[src/rtl/core/bld_pkg.sv]
// ----------------------------------------------------------------------------
// bld_pkg
// Shared types and constants of the backlight auto dimmer.
// ----------------------------------------------------------------------------
package bld_pkg;

  typedef enum logic [2:0] {
    ACT_TICK     = 3'd0,
    ACT_ACTIVITY = 3'd1,
    ACT_WAKE     = 3'd2,
    ACT_RESTORE  = 3'd3,
    ACT_SET_USER = 3'd4,
    ACT_MODE     = 3'd5,
    ACT_LUX      = 3'd6,
    ACT_NOP      = 3'd7
  } action_e;

  typedef enum logic [1:0] {
    PH_WAIT   = 2'd0,
    PH_FADING = 2'd1,
    PH_DIMMED = 2'd2
  } phase_e;

  typedef enum logic [2:0] {
    REG_DIM_ENABLE   = 3'd0,
    REG_DIM_LEVEL    = 3'd1,
    REG_DIM_INTERVAL = 3'd2,
    REG_START_BRIGHT = 3'd3,
    REG_LUX_MIN      = 3'd4,
    REG_LUX_MAX      = 3'd5,
    REG_AMBIENT_MIN  = 3'd6,
    REG_SMOOTH_ALPHA = 3'd7
  } reg_e;

  typedef struct packed {
    action_e     action;
    logic [15:0] value;
    logic        suspended;
  } item_t;

  localparam logic        RST_DIM_ENABLE   = 1'b1;
  localparam logic [6:0]  RST_DIM_LEVEL    = 7'd2;
  localparam logic [11:0] RST_DIM_INTERVAL = 12'd60;
  localparam logic [6:0]  RST_START_BRIGHT = 7'd100;
  localparam logic [15:0] RST_LUX_MIN      = 16'd10;
  localparam logic [15:0] RST_LUX_MAX      = 16'd8000;
  localparam logic [6:0]  RST_AMBIENT_MIN  = 7'd5;
  localparam logic [6:0]  RST_SMOOTH_ALPHA = 7'd25;

  localparam logic [6:0]  PCT_MAX   = 7'd100;
  localparam logic [15:0] LUX_SAT   = 16'hFFFF;
  localparam logic [21:0] MS_PER_S  = 22'd1000;

endpackage

[src/rtl/core/bld_if.sv]
// ----------------------------------------------------------------------------
// bld_if
// Channel interfaces: input items, result items and register writes.
// ----------------------------------------------------------------------------
interface bld_in_if;
  logic        valid;
  logic        ready;
  logic [2:0]  action;
  logic [15:0] value;
  logic        suspended;
  modport source (output valid, action, value, suspended, input ready);
  modport sink   (input valid, action, value, suspended, output ready);
endinterface

interface bld_out_if;
  logic        valid;
  logic        ready;
  logic [6:0]  brightness;
  logic        drive_write;
  logic [1:0]  dim_phase;
  logic        ignore_touch;
  logic [15:0] lux_smoothed;
  logic [6:0]  ambient_target;
  modport source (output valid, brightness, drive_write, dim_phase, ignore_touch,
                  lux_smoothed, ambient_target, input ready);
  modport sink   (input valid, brightness, drive_write, dim_phase, ignore_touch,
                  lux_smoothed, ambient_target, output ready);
endinterface

interface bld_cfg_if;
  logic        valid;
  logic        ready;
  logic [2:0]  index;
  logic [15:0] data;
  modport source (output valid, index, data, input ready);
  modport sink   (input valid, index, data, output ready);
endinterface

[src/rtl/core/bld_front.sv]
// ----------------------------------------------------------------------------
// bld_front
// Input side: accepts transactions into a two-entry queue for the back end.
// ----------------------------------------------------------------------------
module bld_front (
  input  logic          clk_i,
  input  logic          rst_ni,
  bld_in_if.sink        in_i,
  output logic          item_valid_o,
  output bld_pkg::item_t item_o,
  input  logic          item_pop_i
);

  bld_pkg::item_t mem_q [2];
  logic       wr_ptr_q, wr_ptr_d;
  logic       rd_ptr_q, rd_ptr_d;
  logic [1:0] cnt_q, cnt_d;
  logic       push;

  assign in_i.ready   = (cnt_q != 2'd2);
  assign push         = in_i.valid && in_i.ready;
  assign item_valid_o = (cnt_q != 2'd0);
  assign item_o       = mem_q[rd_ptr_q];

  always_comb begin
    wr_ptr_d = wr_ptr_q ^ push;
    rd_ptr_d = rd_ptr_q ^ item_pop_i;
    cnt_d    = cnt_q + {1'b0, push} - {1'b0, item_pop_i};
  end

  always_ff @(posedge clk_i or negedge rst_ni) begin
    if (!rst_ni) begin
      wr_ptr_q <= 1'b0;
      rd_ptr_q <= 1'b0;
      cnt_q    <= 2'd0;
    end else begin
      wr_ptr_q <= wr_ptr_d;
      rd_ptr_q <= rd_ptr_d;
      cnt_q    <= cnt_d;
    end
  end

  always_ff @(posedge clk_i) begin
    if (push) begin
      mem_q[wr_ptr_q] <= '{action:    bld_pkg::action_e'(in_i.action),
                           value:     in_i.value,
                           suspended: in_i.suspended};
    end
  end

endmodule

[src/rtl/core/bld_div.sv]
// ----------------------------------------------------------------------------
// bld_div
// Radix-2 restoring divider, one quotient bit per cycle.
// ----------------------------------------------------------------------------
module bld_div #(
  parameter int DW = 26,
  parameter int VW = 17
) (
  input  logic          clk_i,
  input  logic          rst_ni,
  input  logic          start_i,
  input  logic [DW-1:0] dividend_i,
  input  logic [VW-1:0] divisor_i,
  output logic          done_o,
  output logic [DW-1:0] quot_o
);

  localparam int CW = $clog2(DW + 1);

  logic [CW-1:0] cnt_q;
  logic          done_q;
  logic [DW-1:0] quo_q;
  logic [VW-1:0] rem_q;
  logic [VW-1:0] div_q;
  logic [VW:0]   trial;
  logic          fits;

  assign trial  = {rem_q, quo_q[DW-1]};
  assign fits   = (trial >= {1'b0, div_q});
  assign done_o = done_q;
  assign quot_o = quo_q;

  always_ff @(posedge clk_i or negedge rst_ni) begin
    if (!rst_ni) begin
      cnt_q  <= '0;
      done_q <= 1'b0;
    end else begin
      done_q <= (cnt_q == CW'(1));
      if (start_i) begin
        cnt_q <= CW'(DW);
      end else if (cnt_q != '0) begin
        cnt_q <= cnt_q - CW'(1);
      end
    end
  end

  always_ff @(posedge clk_i) begin
    if (start_i) begin
      quo_q <= dividend_i;
      rem_q <= '0;
      div_q <= divisor_i;
    end else if (cnt_q != '0) begin
      rem_q <= fits ? VW'(trial - {1'b0, div_q}) : trial[VW-1:0];
      quo_q <= {quo_q[DW-2:0], fits};
    end
  end

endmodule

[src/rtl/core/bld_core.sv]
// ----------------------------------------------------------------------------
// bld_core
// Back end: register file, dimming state machine, ambient lux path and
// result register.
// ----------------------------------------------------------------------------
module bld_core #(
  parameter int FADE_STEP_PCT    = 1,
  parameter int FADE_PERIOD_MS   = 1000,
  parameter int WAKE_WINDOW_MS   = 500,
  parameter int GAMMA_INDEX_BITS = 8,
  parameter int DIV_W            = 26
) (
  input  logic             clk_i,
  input  logic             rst_ni,
  bld_cfg_if.sink          cfg_i,
  input  logic             item_valid_i,
  input  bld_pkg::item_t   item_i,
  output logic             item_pop_o,
  output logic             div_start_o,
  output logic [DIV_W-1:0] div_dividend_o,
  output logic [16:0]      div_divisor_o,
  input  logic             div_done_i,
  input  logic [DIV_W-1:0] div_quot_i,
  bld_out_if.source        out_o
);

  localparam int GB     = GAMMA_INDEX_BITS;
  localparam int ROM_N  = 1 << GB;
  localparam int M      = ROM_N - 1;
  localparam int IDX_NW = 18 + GB;

  // reciprocals: ceil(2^22 / 3) and ceil(2^30 / 100), exact over the operand ranges
  localparam logic [20:0] RECIP_3   = 21'd1398102;
  localparam logic [23:0] RECIP_100 = 24'd10737419;

  typedef logic [8:0] rom_t [ROM_N];

  function automatic rom_t gamma_rom();
    rom_t r;
    longint unsigned x;
    longint unsigned c;
    longint unsigned dd;
    int cnt;
    dd = longint'(M) * longint'(M) * longint'(M);
    for (int i = 0; i < ROM_N; i++) begin
      x   = (longint'(i) * longint'(i) * longint'(i)) << 30;
      cnt = 0;
      for (int y = 1; y <= 256; y++) begin
        c = longint'(2 * y - 1);
        c = c * c * c * c * c;
        if (((c + 64'd32767) >> 15) * dd <= x) cnt++;
      end
      r[i] = 9'(cnt);
    end
    return r;
  endfunction

  localparam rom_t GAMMA_ROM = gamma_rom();

  typedef enum logic [2:0] {
    S_IDLE, S_AVG, S_SCALE, S_IDX, S_DIV_IDX, S_ROM, S_TGT, S_OUT
  } state_e;

  state_e state_q, state_d;

  logic        en_q, en_d;
  logic [6:0]  dim_level_q, dim_level_d;
  logic [11:0] interval_q, interval_d;
  logic [15:0] lmin_q, lmin_d;
  logic [15:0] lmax_q, lmax_d;
  logic [6:0]  amin_q, amin_d;
  logic [6:0]  alpha_q, alpha_d;

  bld_pkg::phase_e phase_q, phase_d;
  logic        captured_q, captured_d;
  logic [6:0]  baseline_q, baseline_d;
  logic [6:0]  level_q, level_d;
  logic [6:0]  goal_q, goal_d;
  logic [6:0]  saved_q, saved_d;
  logic [21:0] idle_q, idle_d;
  logic [9:0]  fade_q, fade_d;
  logic [8:0]  wake_q, wake_d;
  logic [15:0] avg_q, avg_d;
  logic [6:0]  amb_q, amb_d;
  logic        drive_q, drive_d;
  logic [15:0] lux_q, lux_d;
  logic [22:0] num_q, num_d;
  logic [GB-1:0] idx_q, idx_d;
  logic [8:0]  rom_q;

  logic        ov_q, ov_d;
  logic [6:0]  o_bright_q, o_bright_d;
  logic        o_drive_q, o_drive_d;
  logic [1:0]  o_phase_q, o_phase_d;
  logic        o_ign_q, o_ign_d;
  logic [15:0] o_lux_q, o_lux_d;
  logic [6:0]  o_amb_q, o_amb_d;

  logic [20:0]       lux_num;
  logic [41:0]       lux_prod;
  logic [15:0]       lux_sat;
  logic [15:0]       lux_base;
  logic [6:0]        alpha_c;
  logic [22:0]       avg_num;
  logic [46:0]       avg_prod;
  logic [15:0]       v_clamp;
  logic [15:0]       span;
  logic [IDX_NW-1:0] idx_num;
  logic signed [17:0] tot;
  logic signed [17:0] diff;
  logic [7:0]        t_raw;
  logic [6:0]        t_cap;
  logic [6:0]        cap;
  logic [6:0]        want;
  logic [6:0]        pct;

  assign cfg_i.ready = 1'b1;

  assign out_o.valid          = ov_q;
  assign out_o.brightness     = o_bright_q;
  assign out_o.drive_write    = o_drive_q;
  assign out_o.dim_phase      = o_phase_q;
  assign out_o.ignore_touch   = o_ign_q;
  assign out_o.lux_smoothed   = o_lux_q;
  assign out_o.ambient_target = o_amb_q;

  always_ff @(posedge clk_i) begin
    rom_q <= GAMMA_ROM[idx_q];
  end

  // lux datapath
  always_comb begin
    lux_num  = 21'(item_i.value) * 21'd25 + 21'd1;
    lux_prod = 42'(lux_num) * 42'(RECIP_3);
    lux_sat  = (|lux_prod[41:38]) ? bld_pkg::LUX_SAT : lux_prod[37:22];
    lux_base = (avg_q == 16'd0) ? lux_q : avg_q;
    alpha_c  = (alpha_q > bld_pkg::PCT_MAX) ? bld_pkg::PCT_MAX : alpha_q;
    avg_num  = 23'(lux_base) * 23'(bld_pkg::PCT_MAX - alpha_c) + 23'(lux_q) * 23'(alpha_c);
    avg_prod = 47'(num_q) * 47'(RECIP_100);
    v_clamp  = (avg_q < lmin_q) ? lmin_q : avg_q;
    if (v_clamp > lmax_q) v_clamp = lmax_q;
    span     = lmax_q - lmin_q;
    idx_num  = IDX_NW'(v_clamp - lmin_q) * IDX_NW'(M) * IDX_NW'(2) + IDX_NW'(span);
    diff     = 18'sd100 - signed'(18'(amin_q));
    tot      = (signed'(18'(amin_q)) <<< 8) + signed'(18'(rom_q)) * diff;
    t_raw    = (tot < 0) ? 8'd0 : 8'((tot + 18'sd128) >>> 8);
    t_cap    = (t_raw > 8'(bld_pkg::PCT_MAX)) ? bld_pkg::PCT_MAX : t_raw[6:0];
    cap      = (baseline_q != 7'd0) ? baseline_q : saved_q;
    if (t_cap > cap) t_cap = cap;
    want     = (baseline_q < t_cap) ? baseline_q : t_cap;
    pct      = (item_i.value > 16'(bld_pkg::PCT_MAX)) ? bld_pkg::PCT_MAX : item_i.value[6:0];
  end

  always_comb begin
    state_d     = state_q;
    en_d        = en_q;
    dim_level_d = dim_level_q;
    interval_d  = interval_q;
    lmin_d      = lmin_q;
    lmax_d      = lmax_q;
    amin_d      = amin_q;
    alpha_d     = alpha_q;
    phase_d     = phase_q;
    captured_d  = captured_q;
    baseline_d  = baseline_q;
    level_d     = level_q;
    goal_d      = goal_q;
    saved_d     = saved_q;
    idle_d      = idle_q;
    fade_d      = fade_q;
    wake_d      = wake_q;
    avg_d       = avg_q;
    amb_d       = amb_q;
    drive_d     = drive_q;
    lux_d       = lux_q;
    num_d       = num_q;
    idx_d       = idx_q;
    ov_d        = ov_q && !out_o.ready;
    o_bright_d  = o_bright_q;
    o_drive_d   = o_drive_q;
    o_phase_d   = o_phase_q;
    o_ign_d     = o_ign_q;
    o_lux_d     = o_lux_q;
    o_amb_d     = o_amb_q;
    item_pop_o     = 1'b0;
    div_start_o    = 1'b0;
    div_dividend_o = DIV_W'(idx_num);
    div_divisor_o  = {span, 1'b0};

    if (cfg_i.valid) begin
      unique case (bld_pkg::reg_e'(cfg_i.index))
        bld_pkg::REG_DIM_ENABLE:   en_d        = cfg_i.data[0];
        bld_pkg::REG_DIM_LEVEL:    dim_level_d = cfg_i.data[6:0];
        bld_pkg::REG_DIM_INTERVAL: interval_d  = cfg_i.data[11:0];
        bld_pkg::REG_START_BRIGHT: begin
          saved_d = (cfg_i.data[6:0] > bld_pkg::PCT_MAX) ? bld_pkg::PCT_MAX : cfg_i.data[6:0];
        end
        bld_pkg::REG_LUX_MIN:      lmin_d      = cfg_i.data;
        bld_pkg::REG_LUX_MAX:      lmax_d      = cfg_i.data;
        bld_pkg::REG_AMBIENT_MIN:  amin_d      = cfg_i.data[6:0];
        bld_pkg::REG_SMOOTH_ALPHA: alpha_d     = cfg_i.data[6:0];
      endcase
    end

    unique case (state_q)
      S_IDLE: begin
        if (item_valid_i) begin
          item_pop_o = 1'b1;
          drive_d    = 1'b0;
          state_d    = S_OUT;
          unique case (item_i.action)
            bld_pkg::ACT_TICK: begin
              idle_d = (&idle_q) ? idle_q : idle_q + 22'd1;
              fade_d = (&fade_q) ? fade_q : fade_q + 10'd1;
              wake_d = (&wake_q) ? wake_q : wake_q + 9'd1;
              if (en_q) begin
                if (!captured_q) begin
                  baseline_d = saved_q;
                  level_d    = saved_q;
                  captured_d = 1'b1;
                  idle_d     = '0;
                end
                if (!item_i.suspended) begin
                  if (phase_q == bld_pkg::PH_WAIT) begin
                    if (idle_d > 22'(interval_q) * bld_pkg::MS_PER_S) begin
                      goal_d  = dim_level_q;
                      phase_d = bld_pkg::PH_FADING;
                      fade_d  = '0;
                    end
                  end else if (phase_q == bld_pkg::PH_FADING) begin
                    if (fade_d >= 10'(FADE_PERIOD_MS)) begin
                      fade_d = '0;
                      if (level_d > goal_q) begin
                        if ({1'b0, level_d} <= {1'b0, goal_q} + 8'(FADE_STEP_PCT)) begin
                          level_d = goal_q;
                        end else begin
                          level_d = level_d - 7'(FADE_STEP_PCT);
                        end
                        drive_d = 1'b1;
                      end else begin
                        phase_d = bld_pkg::PH_DIMMED;
                      end
                    end
                  end
                end
              end
            end
            bld_pkg::ACT_ACTIVITY: idle_d = '0;
            bld_pkg::ACT_WAKE, bld_pkg::ACT_RESTORE, bld_pkg::ACT_MODE: begin
              if (en_q || item_i.action == bld_pkg::ACT_RESTORE) begin
                if (!captured_q) begin
                  baseline_d = saved_q;
                  captured_d = 1'b1;
                end
                if (item_i.action == bld_pkg::ACT_MODE &&
                    (item_i.suspended || phase_q == bld_pkg::PH_WAIT)) begin
                  if (!captured_q) level_d = saved_q;
                  if (!item_i.suspended) idle_d = '0;
                end else begin
                  level_d = baseline_d;
                  goal_d  = baseline_d;
                  idle_d  = '0;
                  fade_d  = '0;
                  phase_d = bld_pkg::PH_WAIT;
                  drive_d = 1'b1;
                  if (item_i.action != bld_pkg::ACT_RESTORE) wake_d = '0;
                end
              end
            end
            bld_pkg::ACT_SET_USER: begin
              baseline_d = pct;
              level_d    = pct;
              goal_d     = pct;
              saved_d    = pct;
              captured_d = 1'b1;
              idle_d     = '0;
              fade_d     = '0;
              wake_d     = '0;
              phase_d    = bld_pkg::PH_WAIT;
              drive_d    = 1'b1;
            end
            bld_pkg::ACT_LUX: begin
              if (en_q) begin
                if (!captured_q) begin
                  baseline_d = saved_q;
                  level_d    = saved_q;
                  captured_d = 1'b1;
                end
                if (!item_i.suspended) begin
                  lux_d   = lux_sat;
                  state_d = S_AVG;
                end
              end
            end
            bld_pkg::ACT_NOP: ;
          endcase
        end
      end
      S_AVG: begin
        num_d   = avg_num;
        state_d = S_SCALE;
      end
      S_SCALE: begin
        avg_d   = avg_prod[45:30];
        state_d = S_IDX;
      end
      S_IDX: begin
        if (lmax_q > lmin_q) begin
          div_start_o = 1'b1;
          state_d     = S_DIV_IDX;
        end else begin
          idx_d   = '0;
          state_d = S_ROM;
        end
      end
      S_DIV_IDX: begin
        if (div_done_i) begin
          idx_d   = (div_quot_i > DIV_W'(M)) ? GB'(M) : div_quot_i[GB-1:0];
          state_d = S_ROM;
        end
      end
      S_ROM: state_d = S_TGT;
      S_TGT: begin
        amb_d = t_cap;
        if (phase_q == bld_pkg::PH_WAIT && level_q != want) begin
          if (level_q < want) begin
            level_d = ({1'b0, level_q} + 8'd2 > {1'b0, want}) ? want : level_q + 7'd2;
          end else begin
            level_d = ({1'b0, level_q} < {1'b0, want} + 8'd2) ? want : level_q - 7'd2;
          end
          drive_d = 1'b1;
        end
        state_d = S_OUT;
      end
      S_OUT: begin
        if (!ov_q || out_o.ready) begin
          ov_d       = 1'b1;
          o_bright_d = level_q;
          o_drive_d  = drive_q;
          o_phase_d  = phase_q;
          o_ign_d    = (wake_q < 9'(WAKE_WINDOW_MS));
          o_lux_d    = avg_q;
          o_amb_d    = amb_q;
          state_d    = S_IDLE;
        end
      end
    endcase
  end

  always_ff @(posedge clk_i or negedge rst_ni) begin
    if (!rst_ni) begin
      state_q     <= S_IDLE;
      en_q        <= bld_pkg::RST_DIM_ENABLE;
      dim_level_q <= bld_pkg::RST_DIM_LEVEL;
      interval_q  <= bld_pkg::RST_DIM_INTERVAL;
      lmin_q      <= bld_pkg::RST_LUX_MIN;
      lmax_q      <= bld_pkg::RST_LUX_MAX;
      amin_q      <= bld_pkg::RST_AMBIENT_MIN;
      alpha_q     <= bld_pkg::RST_SMOOTH_ALPHA;
      phase_q     <= bld_pkg::PH_WAIT;
      captured_q  <= 1'b0;
      baseline_q  <= '0;
      level_q     <= '0;
      goal_q      <= '0;
      saved_q     <= bld_pkg::RST_START_BRIGHT;
      idle_q      <= '0;
      fade_q      <= '0;
      wake_q      <= '0;
      avg_q       <= '0;
      amb_q       <= '0;
      drive_q     <= 1'b0;
      lux_q       <= '0;
      num_q       <= '0;
      idx_q       <= '0;
      ov_q        <= 1'b0;
      o_bright_q  <= '0;
      o_drive_q   <= 1'b0;
      o_phase_q   <= '0;
      o_ign_q     <= 1'b0;
      o_lux_q     <= '0;
      o_amb_q     <= '0;
    end else begin
      state_q     <= state_d;
      en_q        <= en_d;
      dim_level_q <= dim_level_d;
      interval_q  <= interval_d;
      lmin_q      <= lmin_d;
      lmax_q      <= lmax_d;
      amin_q      <= amin_d;
      alpha_q     <= alpha_d;
      phase_q     <= phase_d;
      captured_q  <= captured_d;
      baseline_q  <= baseline_d;
      level_q     <= level_d;
      goal_q      <= goal_d;
      saved_q     <= saved_d;
      idle_q      <= idle_d;
      fade_q      <= fade_d;
      wake_q      <= wake_d;
      avg_q       <= avg_d;
      amb_q       <= amb_d;
      drive_q     <= drive_d;
      lux_q       <= lux_d;
      num_q       <= num_d;
      idx_q       <= idx_d;
      ov_q        <= ov_d;
      o_bright_q  <= o_bright_d;
      o_drive_q   <= o_drive_d;
      o_phase_q   <= o_phase_d;
      o_ign_q     <= o_ign_d;
      o_lux_q     <= o_lux_d;
      o_amb_q     <= o_amb_d;
    end
  end

endmodule

[src/rtl/core/backlight_auto_dimmer.sv]
// ----------------------------------------------------------------------------
// backlight_auto_dimmer
// Idle dimmer with ambient light tracking for a display backlight.
// ----------------------------------------------------------------------------
// Each input transaction yields exactly one result transaction. Transactions
// enter a two-entry queue; the back end takes them one at a time. Ticks,
// activity, wake, restore, user set and mode change go from the idle state
// to the result state. A lux sample scales and smooths the reading by
// reciprocal multiplication, divides by the lux span on a radix-2 divider
// (DIV_W = 18 + GAMMA_INDEX_BITS bits) and reads the gamma ROM, skipping the
// divider when the lux ceiling is not above the floor. A stalled result
// receiver holds the back end. The user is to write registers through the
// config channel only while the block is idle; it is not enforced.
module backlight_auto_dimmer #(
  parameter int FADE_STEP_PCT    = 1,
  parameter int FADE_PERIOD_MS   = 1000,
  parameter int WAKE_WINDOW_MS   = 500,
  parameter int GAMMA_INDEX_BITS = 8
) (
  input  logic      clk_i,
  input  logic      rst_ni,
  bld_in_if.sink    in_i,
  bld_cfg_if.sink   cfg_i,
  bld_out_if.source out_o
);

  localparam int DIV_W = 18 + GAMMA_INDEX_BITS;

  logic             item_valid;
  bld_pkg::item_t   item;
  logic             item_pop;
  logic             div_start;
  logic [DIV_W-1:0] div_dividend;
  logic [16:0]      div_divisor;
  logic             div_done;
  logic [DIV_W-1:0] div_quot;

  bld_front u_front (
    .clk_i        (clk_i),
    .rst_ni       (rst_ni),
    .in_i         (in_i),
    .item_valid_o (item_valid),
    .item_o       (item),
    .item_pop_i   (item_pop)
  );

  bld_div #(.DW(DIV_W), .VW(17)) u_div (
    .clk_i      (clk_i),
    .rst_ni     (rst_ni),
    .start_i    (div_start),
    .dividend_i (div_dividend),
    .divisor_i  (div_divisor),
    .done_o     (div_done),
    .quot_o     (div_quot)
  );

  bld_core #(
    .FADE_STEP_PCT    (FADE_STEP_PCT),
    .FADE_PERIOD_MS   (FADE_PERIOD_MS),
    .WAKE_WINDOW_MS   (WAKE_WINDOW_MS),
    .GAMMA_INDEX_BITS (GAMMA_INDEX_BITS),
    .DIV_W            (DIV_W)
  ) u_core (
    .clk_i          (clk_i),
    .rst_ni         (rst_ni),
    .cfg_i          (cfg_i),
    .item_valid_i   (item_valid),
    .item_i         (item),
    .item_pop_o     (item_pop),
    .div_start_o    (div_start),
    .div_dividend_o (div_dividend),
    .div_divisor_o  (div_divisor),
    .div_done_i     (div_done),
    .div_quot_i     (div_quot),
    .out_o          (out_o)
  );

`ifndef SYNTH
  a_pop_needs_item: assert property (@(posedge clk_i) disable iff (!rst_ni)
    item_pop |-> item_valid) else $error("queue popped while empty");

  a_full_has_item: assert property (@(posedge clk_i) disable iff (!rst_ni)
    !in_i.ready |-> item_valid) else $error("input stalled with empty queue");

  a_div_start_idle: assert property (@(posedge clk_i) disable iff (!rst_ni)
    div_start |=> !div_start) else $error("divider restarted back to back");
`endif

endmodule

[src/flat_wrapper.sv]
// flat-port wrapper written by rule: the top's interface ports become plain ports
module backlight_auto_dimmer_flat 
#(
  parameter int FADE_STEP_PCT    = 1,
  parameter int FADE_PERIOD_MS   = 1000,
  parameter int WAKE_WINDOW_MS   = 500,
  parameter int GAMMA_INDEX_BITS = 8
)
  (clk_i, rst_ni, in_i_valid, in_i_action, in_i_value, in_i_suspended, in_i_ready, cfg_i_valid, cfg_i_index, cfg_i_data, cfg_i_ready, out_o_valid, out_o_brightness, out_o_drive_write, out_o_dim_phase, out_o_ignore_touch, out_o_lux_smoothed, out_o_ambient_target, out_o_ready);
  bld_in_if in_i_i ();
  bld_cfg_if cfg_i_i ();
  bld_out_if out_o_i ();
  input  logic clk_i;
  input  logic rst_ni;
  input wire logic [$bits(in_i_i.valid)-1:0] in_i_valid;
  input wire logic [$bits(in_i_i.action)-1:0] in_i_action;
  input wire logic [$bits(in_i_i.value)-1:0] in_i_value;
  input wire logic [$bits(in_i_i.suspended)-1:0] in_i_suspended;
  output wire logic [$bits(in_i_i.ready)-1:0] in_i_ready;
  input wire logic [$bits(cfg_i_i.valid)-1:0] cfg_i_valid;
  input wire logic [$bits(cfg_i_i.index)-1:0] cfg_i_index;
  input wire logic [$bits(cfg_i_i.data)-1:0] cfg_i_data;
  output wire logic [$bits(cfg_i_i.ready)-1:0] cfg_i_ready;
  output wire logic [$bits(out_o_i.valid)-1:0] out_o_valid;
  output wire logic [$bits(out_o_i.brightness)-1:0] out_o_brightness;
  output wire logic [$bits(out_o_i.drive_write)-1:0] out_o_drive_write;
  output wire logic [$bits(out_o_i.dim_phase)-1:0] out_o_dim_phase;
  output wire logic [$bits(out_o_i.ignore_touch)-1:0] out_o_ignore_touch;
  output wire logic [$bits(out_o_i.lux_smoothed)-1:0] out_o_lux_smoothed;
  output wire logic [$bits(out_o_i.ambient_target)-1:0] out_o_ambient_target;
  input wire logic [$bits(out_o_i.ready)-1:0] out_o_ready;
  assign in_i_i.valid = in_i_valid;
  assign in_i_i.action = in_i_action;
  assign in_i_i.value = in_i_value;
  assign in_i_i.suspended = in_i_suspended;
  assign in_i_ready = in_i_i.ready;
  assign cfg_i_i.valid = cfg_i_valid;
  assign cfg_i_i.index = cfg_i_index;
  assign cfg_i_i.data = cfg_i_data;
  assign cfg_i_ready = cfg_i_i.ready;
  assign out_o_valid = out_o_i.valid;
  assign out_o_brightness = out_o_i.brightness;
  assign out_o_drive_write = out_o_i.drive_write;
  assign out_o_dim_phase = out_o_i.dim_phase;
  assign out_o_ignore_touch = out_o_i.ignore_touch;
  assign out_o_lux_smoothed = out_o_i.lux_smoothed;
  assign out_o_ambient_target = out_o_i.ambient_target;
  assign out_o_i.ready = out_o_ready;
  backlight_auto_dimmer #(.FADE_STEP_PCT(FADE_STEP_PCT), .FADE_PERIOD_MS(FADE_PERIOD_MS), .WAKE_WINDOW_MS(WAKE_WINDOW_MS), .GAMMA_INDEX_BITS(GAMMA_INDEX_BITS)) u_core (.clk_i(clk_i), .rst_ni(rst_ni), .in_i(in_i_i), .cfg_i(cfg_i_i), .out_o(out_o_i));
endmodule
[config.mk]
export PLATFORM = sky130hd
export DESIGN_NAME = backlight_auto_dimmer_flat
export DESIGN_NICKNAME = d
export VERILOG_FILES = /design/src/rtl/core/bld_pkg.sv /design/src/rtl/core/bld_if.sv /design/src/rtl/core/bld_front.sv /design/src/rtl/core/bld_div.sv /design/src/rtl/core/bld_core.sv /design/src/rtl/core/backlight_auto_dimmer.sv /design/src/flat_wrapper.sv
export SDC_FILE = /design/constraint.sdc
export NUM_CORES = 2
export LEC_CHECK = 0
export BUFFER_PORTS_ARGS = -buffer_cell sky130_fd_sc_hd__buf_2
export CORE_ASPECT_RATIO = 0.9
export CORE_MARGIN = 1
export CORE_UTILIZATION = 55
export CTS_CLUSTER_DIAMETER = 200
export DETAILED_ROUTE_END_ITERATION = 8
export MAX_ROUTING_LAYER = met4
export PLACE_DENSITY = 0.81
export SLEW_MARGIN = 20
export SYNTH_ARGS = -nofsm -noshare
export SYNTH_HDL_FRONTEND = slang
export SYNTH_SLANG_ARGS = --single-unit
export TNS_END_PERCENT = 5
[constraint.sdc]
create_clock -name clk_i -period 18.11 [get_ports clk_i]
set_clock_uncertainty 0.15 [all_clocks]
set_input_delay 3.622 -clock clk_i [delete_from_list [all_inputs] [get_ports clk_i]]
set_output_delay 3.622 -clock clk_i [all_outputs]
set_load 0.02 [all_outputs]
==> metrics.yaml <==
outcome:
  run_status: "finished, final reports clean"
finish:
  stdcell_count: 7524
  final_nets: 7773
  drive_above_1_share_pct: 6.46
  layout.cell_area.non_filler_um2: 60300
  layout_overhead_on_the_synthesized_area_pct: 6.12
  fillers: 8356
logic_synthesis:
  postSynthRegisterBits: 365
  ys.warnings.count: 0
  ys_async_sr_fraction_pct: 70.4
  synth_seq_area_share_pct: 16.6
  synthCells: 6101
  yosys_most_used_dff: "sky130_fd_sc_hd__dfrtp_1"
  synthDominantAreaCellType: "sky130_fd_sc_hd__fa_1"
  synth.most_common_cell: "sky130_fd_sc_hd__inv_1"
  synth_area_leaders: "sky130_fd_sc_hd__fa_1, sky130_fd_sc_hd__ha_1, sky130_fd_sc_hd__dfrtp_1"
  synth_largest_type_area_fraction_pct: 25.1
  synthesis.area_um2: 56800
  synth_enable_flop_cells: 82
  synthesized_area_per_cell_um2: 9.32
  synth_commonest_cells: "sky130_fd_sc_hd__inv_1, sky130_fd_sc_hd__ha_1, sky130_fd_sc_hd__fa_1"
  number_of_distinct_library_cells_after_synthesis: 94
timing:
  setup_tns_ps: 0
  grt_setup_unrepaired: "false"
  setup_ws_ps: 3690
  max_slew_violations: 0
  worst_max_slew_pin_slew_ps: 1110
  finalHoldViolCount: 0
  fin_crit_ps: 14420
  setup_viol: 0
  fmaxAchievable_mhz: 69.3
  timing.max_slew.rel_slack_pct: 25.1
  final_min_period_over_clock_period_pct: 79.6
floorplanning:
  floorplan.initialDensity_pct: 55.7
  placementRows: 111
  die_width_um: 341
  core_um2: 102000
  die-area_um2: 105000
  die_height_um: 307
  boundaryPins: 81
grt:
  grt_pass1_wl_um: 234000
  global_route_usage_sum_pct: 28.5
  vias_in_the_first_global_route: 45000
  grt_start_max_net_pins: 75
  antenna_found_initial: 10
  total_congestion_overflow_after_global_routing: 0
placed_design:
  io_buffers: 79
  place.detailed.instances: 7437
  post_place_setup_slack_ps: 3820
  placed_cell_area_um2: 58800
  gpl.final_weighted_congestion: 0.988
  place_hpwl_um: 115000
clock_tree:
  clock_tree.buffer_depth: 3
  worst_setup_hold_path_clk_slew_ps: 70
  cts_setup_buffers: 0
  clock_latency_at_the_later_pin_of_the_worst_skew_pair_ps: 620
  tritoncts_clock_tree: "built"
  h-tree-depth: 2
  clock-root-buffer: "sky130_fd_sc_hd__clkbuf_16"
  cts.sinks: 365
  post_cts.resized_instances: 0
  tritoncts.num_buffers: 43
  post_cts_hold_fix_bufs: 0
route:
  wirelength_um: 141000
  detailedRoute.firstPassIterationCount: 6
  drt_first_iter_violations: 3743
  drt_drc_violations_left: 0
  detail_route.vias_per_cell: 5.80
  wire_per_inst_um: 18.8
  vias_after_detailed_routing: 43700
  drtAntennaViolNets: 0
worst_setup_path:
  worstPathArrival_ps: 14610
  timing_worst_setup_path_type: "register to register"
  setup.worst_path.end_class: "register"
  critical_path_peak_fanout: 17
  cp_slowest_stage_delay_ps: 800
  crit_required_ps: 18300
  crit_slowest_cell: "sky130_fd_sc_hd__clkinv_1"
  worstSetupStartpointType: "register"
  crit_path_frequent_cell: "sky130_fd_sc_hd__a21o_1"
hold_path:
  holdCritPathClass: "register to register"
flow_run:
  cap_viol_max_count: 0
==> cell type report <==
cell class                 count  area (µm²)  area share, %
clock inverter                25         325          0.539
multi-input combinational   4412       42500           70.4
timing repair buffer         121         721           1.19
antenna                        7        17.5         0.0290
clock buffer                  55        1210           2.01
inverter                    1183        4440           7.36
tap                         1356        1700           2.81
sequential                   365        9440           15.7
==> cell families (layout without fill, tap and decap cells) <==
group	count (synthesis)	after routing	share of synthesized area (%)
adders and majority gates	1603	1603	44.7
buffers and inverters	1339	1384	8.85
and+or+nand+nor	1323	1323	11.2
AOI/OAI and AO/OA	1076	1076	11.8
DFF	365	365	16.6
xor gates and xnor gates	223	223	3.47
muxes	170	170	3.34
other	2	24	0.0132
==> stage by stage <==
stage	hold slack, ps	utilization [%]
detailed placement	295	57.6
CTS	304	59.1
finish	305	59.1
global placement	291	57.6
global route	344	59.1
floorplan	282	-
==> cell usage in the layout (no fill, tap or decap), types with 45 or more instances in the layout <==
cell and count:
sky130_fd_sc_hd__inv_1 1180, sky130_fd_sc_hd__ha_1 890, sky130_fd_sc_hd__fa_1 713, sky130_fd_sc_hd__nand2_1 479, sky130_fd_sc_hd__o21ai_0 307, sky130_fd_sc_hd__a21oi_1 298, sky130_fd_sc_hd__nor2_1 269, sky130_fd_sc_hd__dfrtp_1 234
sky130_fd_sc_hd__xnor2_1 133, sky130_fd_sc_hd__mux2_2 131, sky130_fd_sc_hd__a21o_1 105, sky130_fd_sc_hd__and2_1 90, sky130_fd_sc_hd__xor2_1 88, sky130_fd_sc_hd__nor2b_1 87, sky130_fd_sc_hd__edfxtp_1 82, sky130_fd_sc_hd__and3_1 79
sky130_fd_sc_hd__buf_2 78, sky130_fd_sc_hd__nand3_1 69, sky130_fd_sc_hd__nor3_1 54, sky130_fd_sc_hd__nand2b_1 48, sky130_fd_sc_hd__o21a_1 45, sky130_fd_sc_hd__clkbuf_16 45
==> sequential cells by signal (all words and copies together) (netlist names), 8 cells and up <==
signal,cells
u_core.u_core.rom_q,9
u_core.u_core.fade_q,10
u_core.u_core.wake_q,9
u_core.u_core.out_o.lux_smoothed,16
u_core.u_front.mem_q,40
u_core.u_core.num_q,23
u_core.u_core.idle_q,22
u_core.u_core.lmax_q,16
u_core.u_div.div_q,16
u_core.u_core.lmin_q,16
u_core.u_div.rem_q,17
u_core.u_core.avg_q,16
u_core.u_core.idx_q,8
u_core.u_core.interval_q,12
u_core.u_core.lux_q,16
u_core.u_div.quot_o,26
==> metal layers <==
metal / share of wire, % / wire, µm / track usage (%) / up-vias
met1: 43 / 60900 / 38.8 / 21600
met2: 46 / 64400 / 43.7 / 1604
met3: 7.8 / 11000 / 4.53 / 301
met5: 0 / 0 / - / -
met4: 3.4 / 4790 / 9.18 / 0
li1: - / - / - / 20200
==> worst paths after layout <==
check	start	endpoint	slack, ps	cells after the start
max	u_core.u_core.lmin_q[1]	u_core.u_div.quot_o[25]	3690	54
min	u_core.u_div.rem_q[0]	u_core.u_div.rem_q[0]	300	2
max reg2reg	u_core.u_core.lmin_q[1]	u_core.u_div.quot_o[25]	3690	54
min reg2reg	u_core.u_div.rem_q[0]	u_core.u_div.rem_q[0]	300	2
max in group asynchronous	rst_ni	u_core.u_core.num_q[18]	12880	3
min in group asynchronous	rst_ni	u_core.u_core.out_o.ambient_target[0]	2790	1
==> critical path, delay by kind of cell (launching register included) <==
kind,cells,cell delay [ps]
AOI/OAI and AO/OA,26,5210
xor gates and xnor gates,4,870
adders and majority gates,9,3600
buffers and inverters,4,1240
DFF,1,560
muxes,2,790
and+or+nand+nor,9,1690
Power is not shown: default switching activity piles up to over one toggle a cycle in this logic, so the estimate is an artifact.
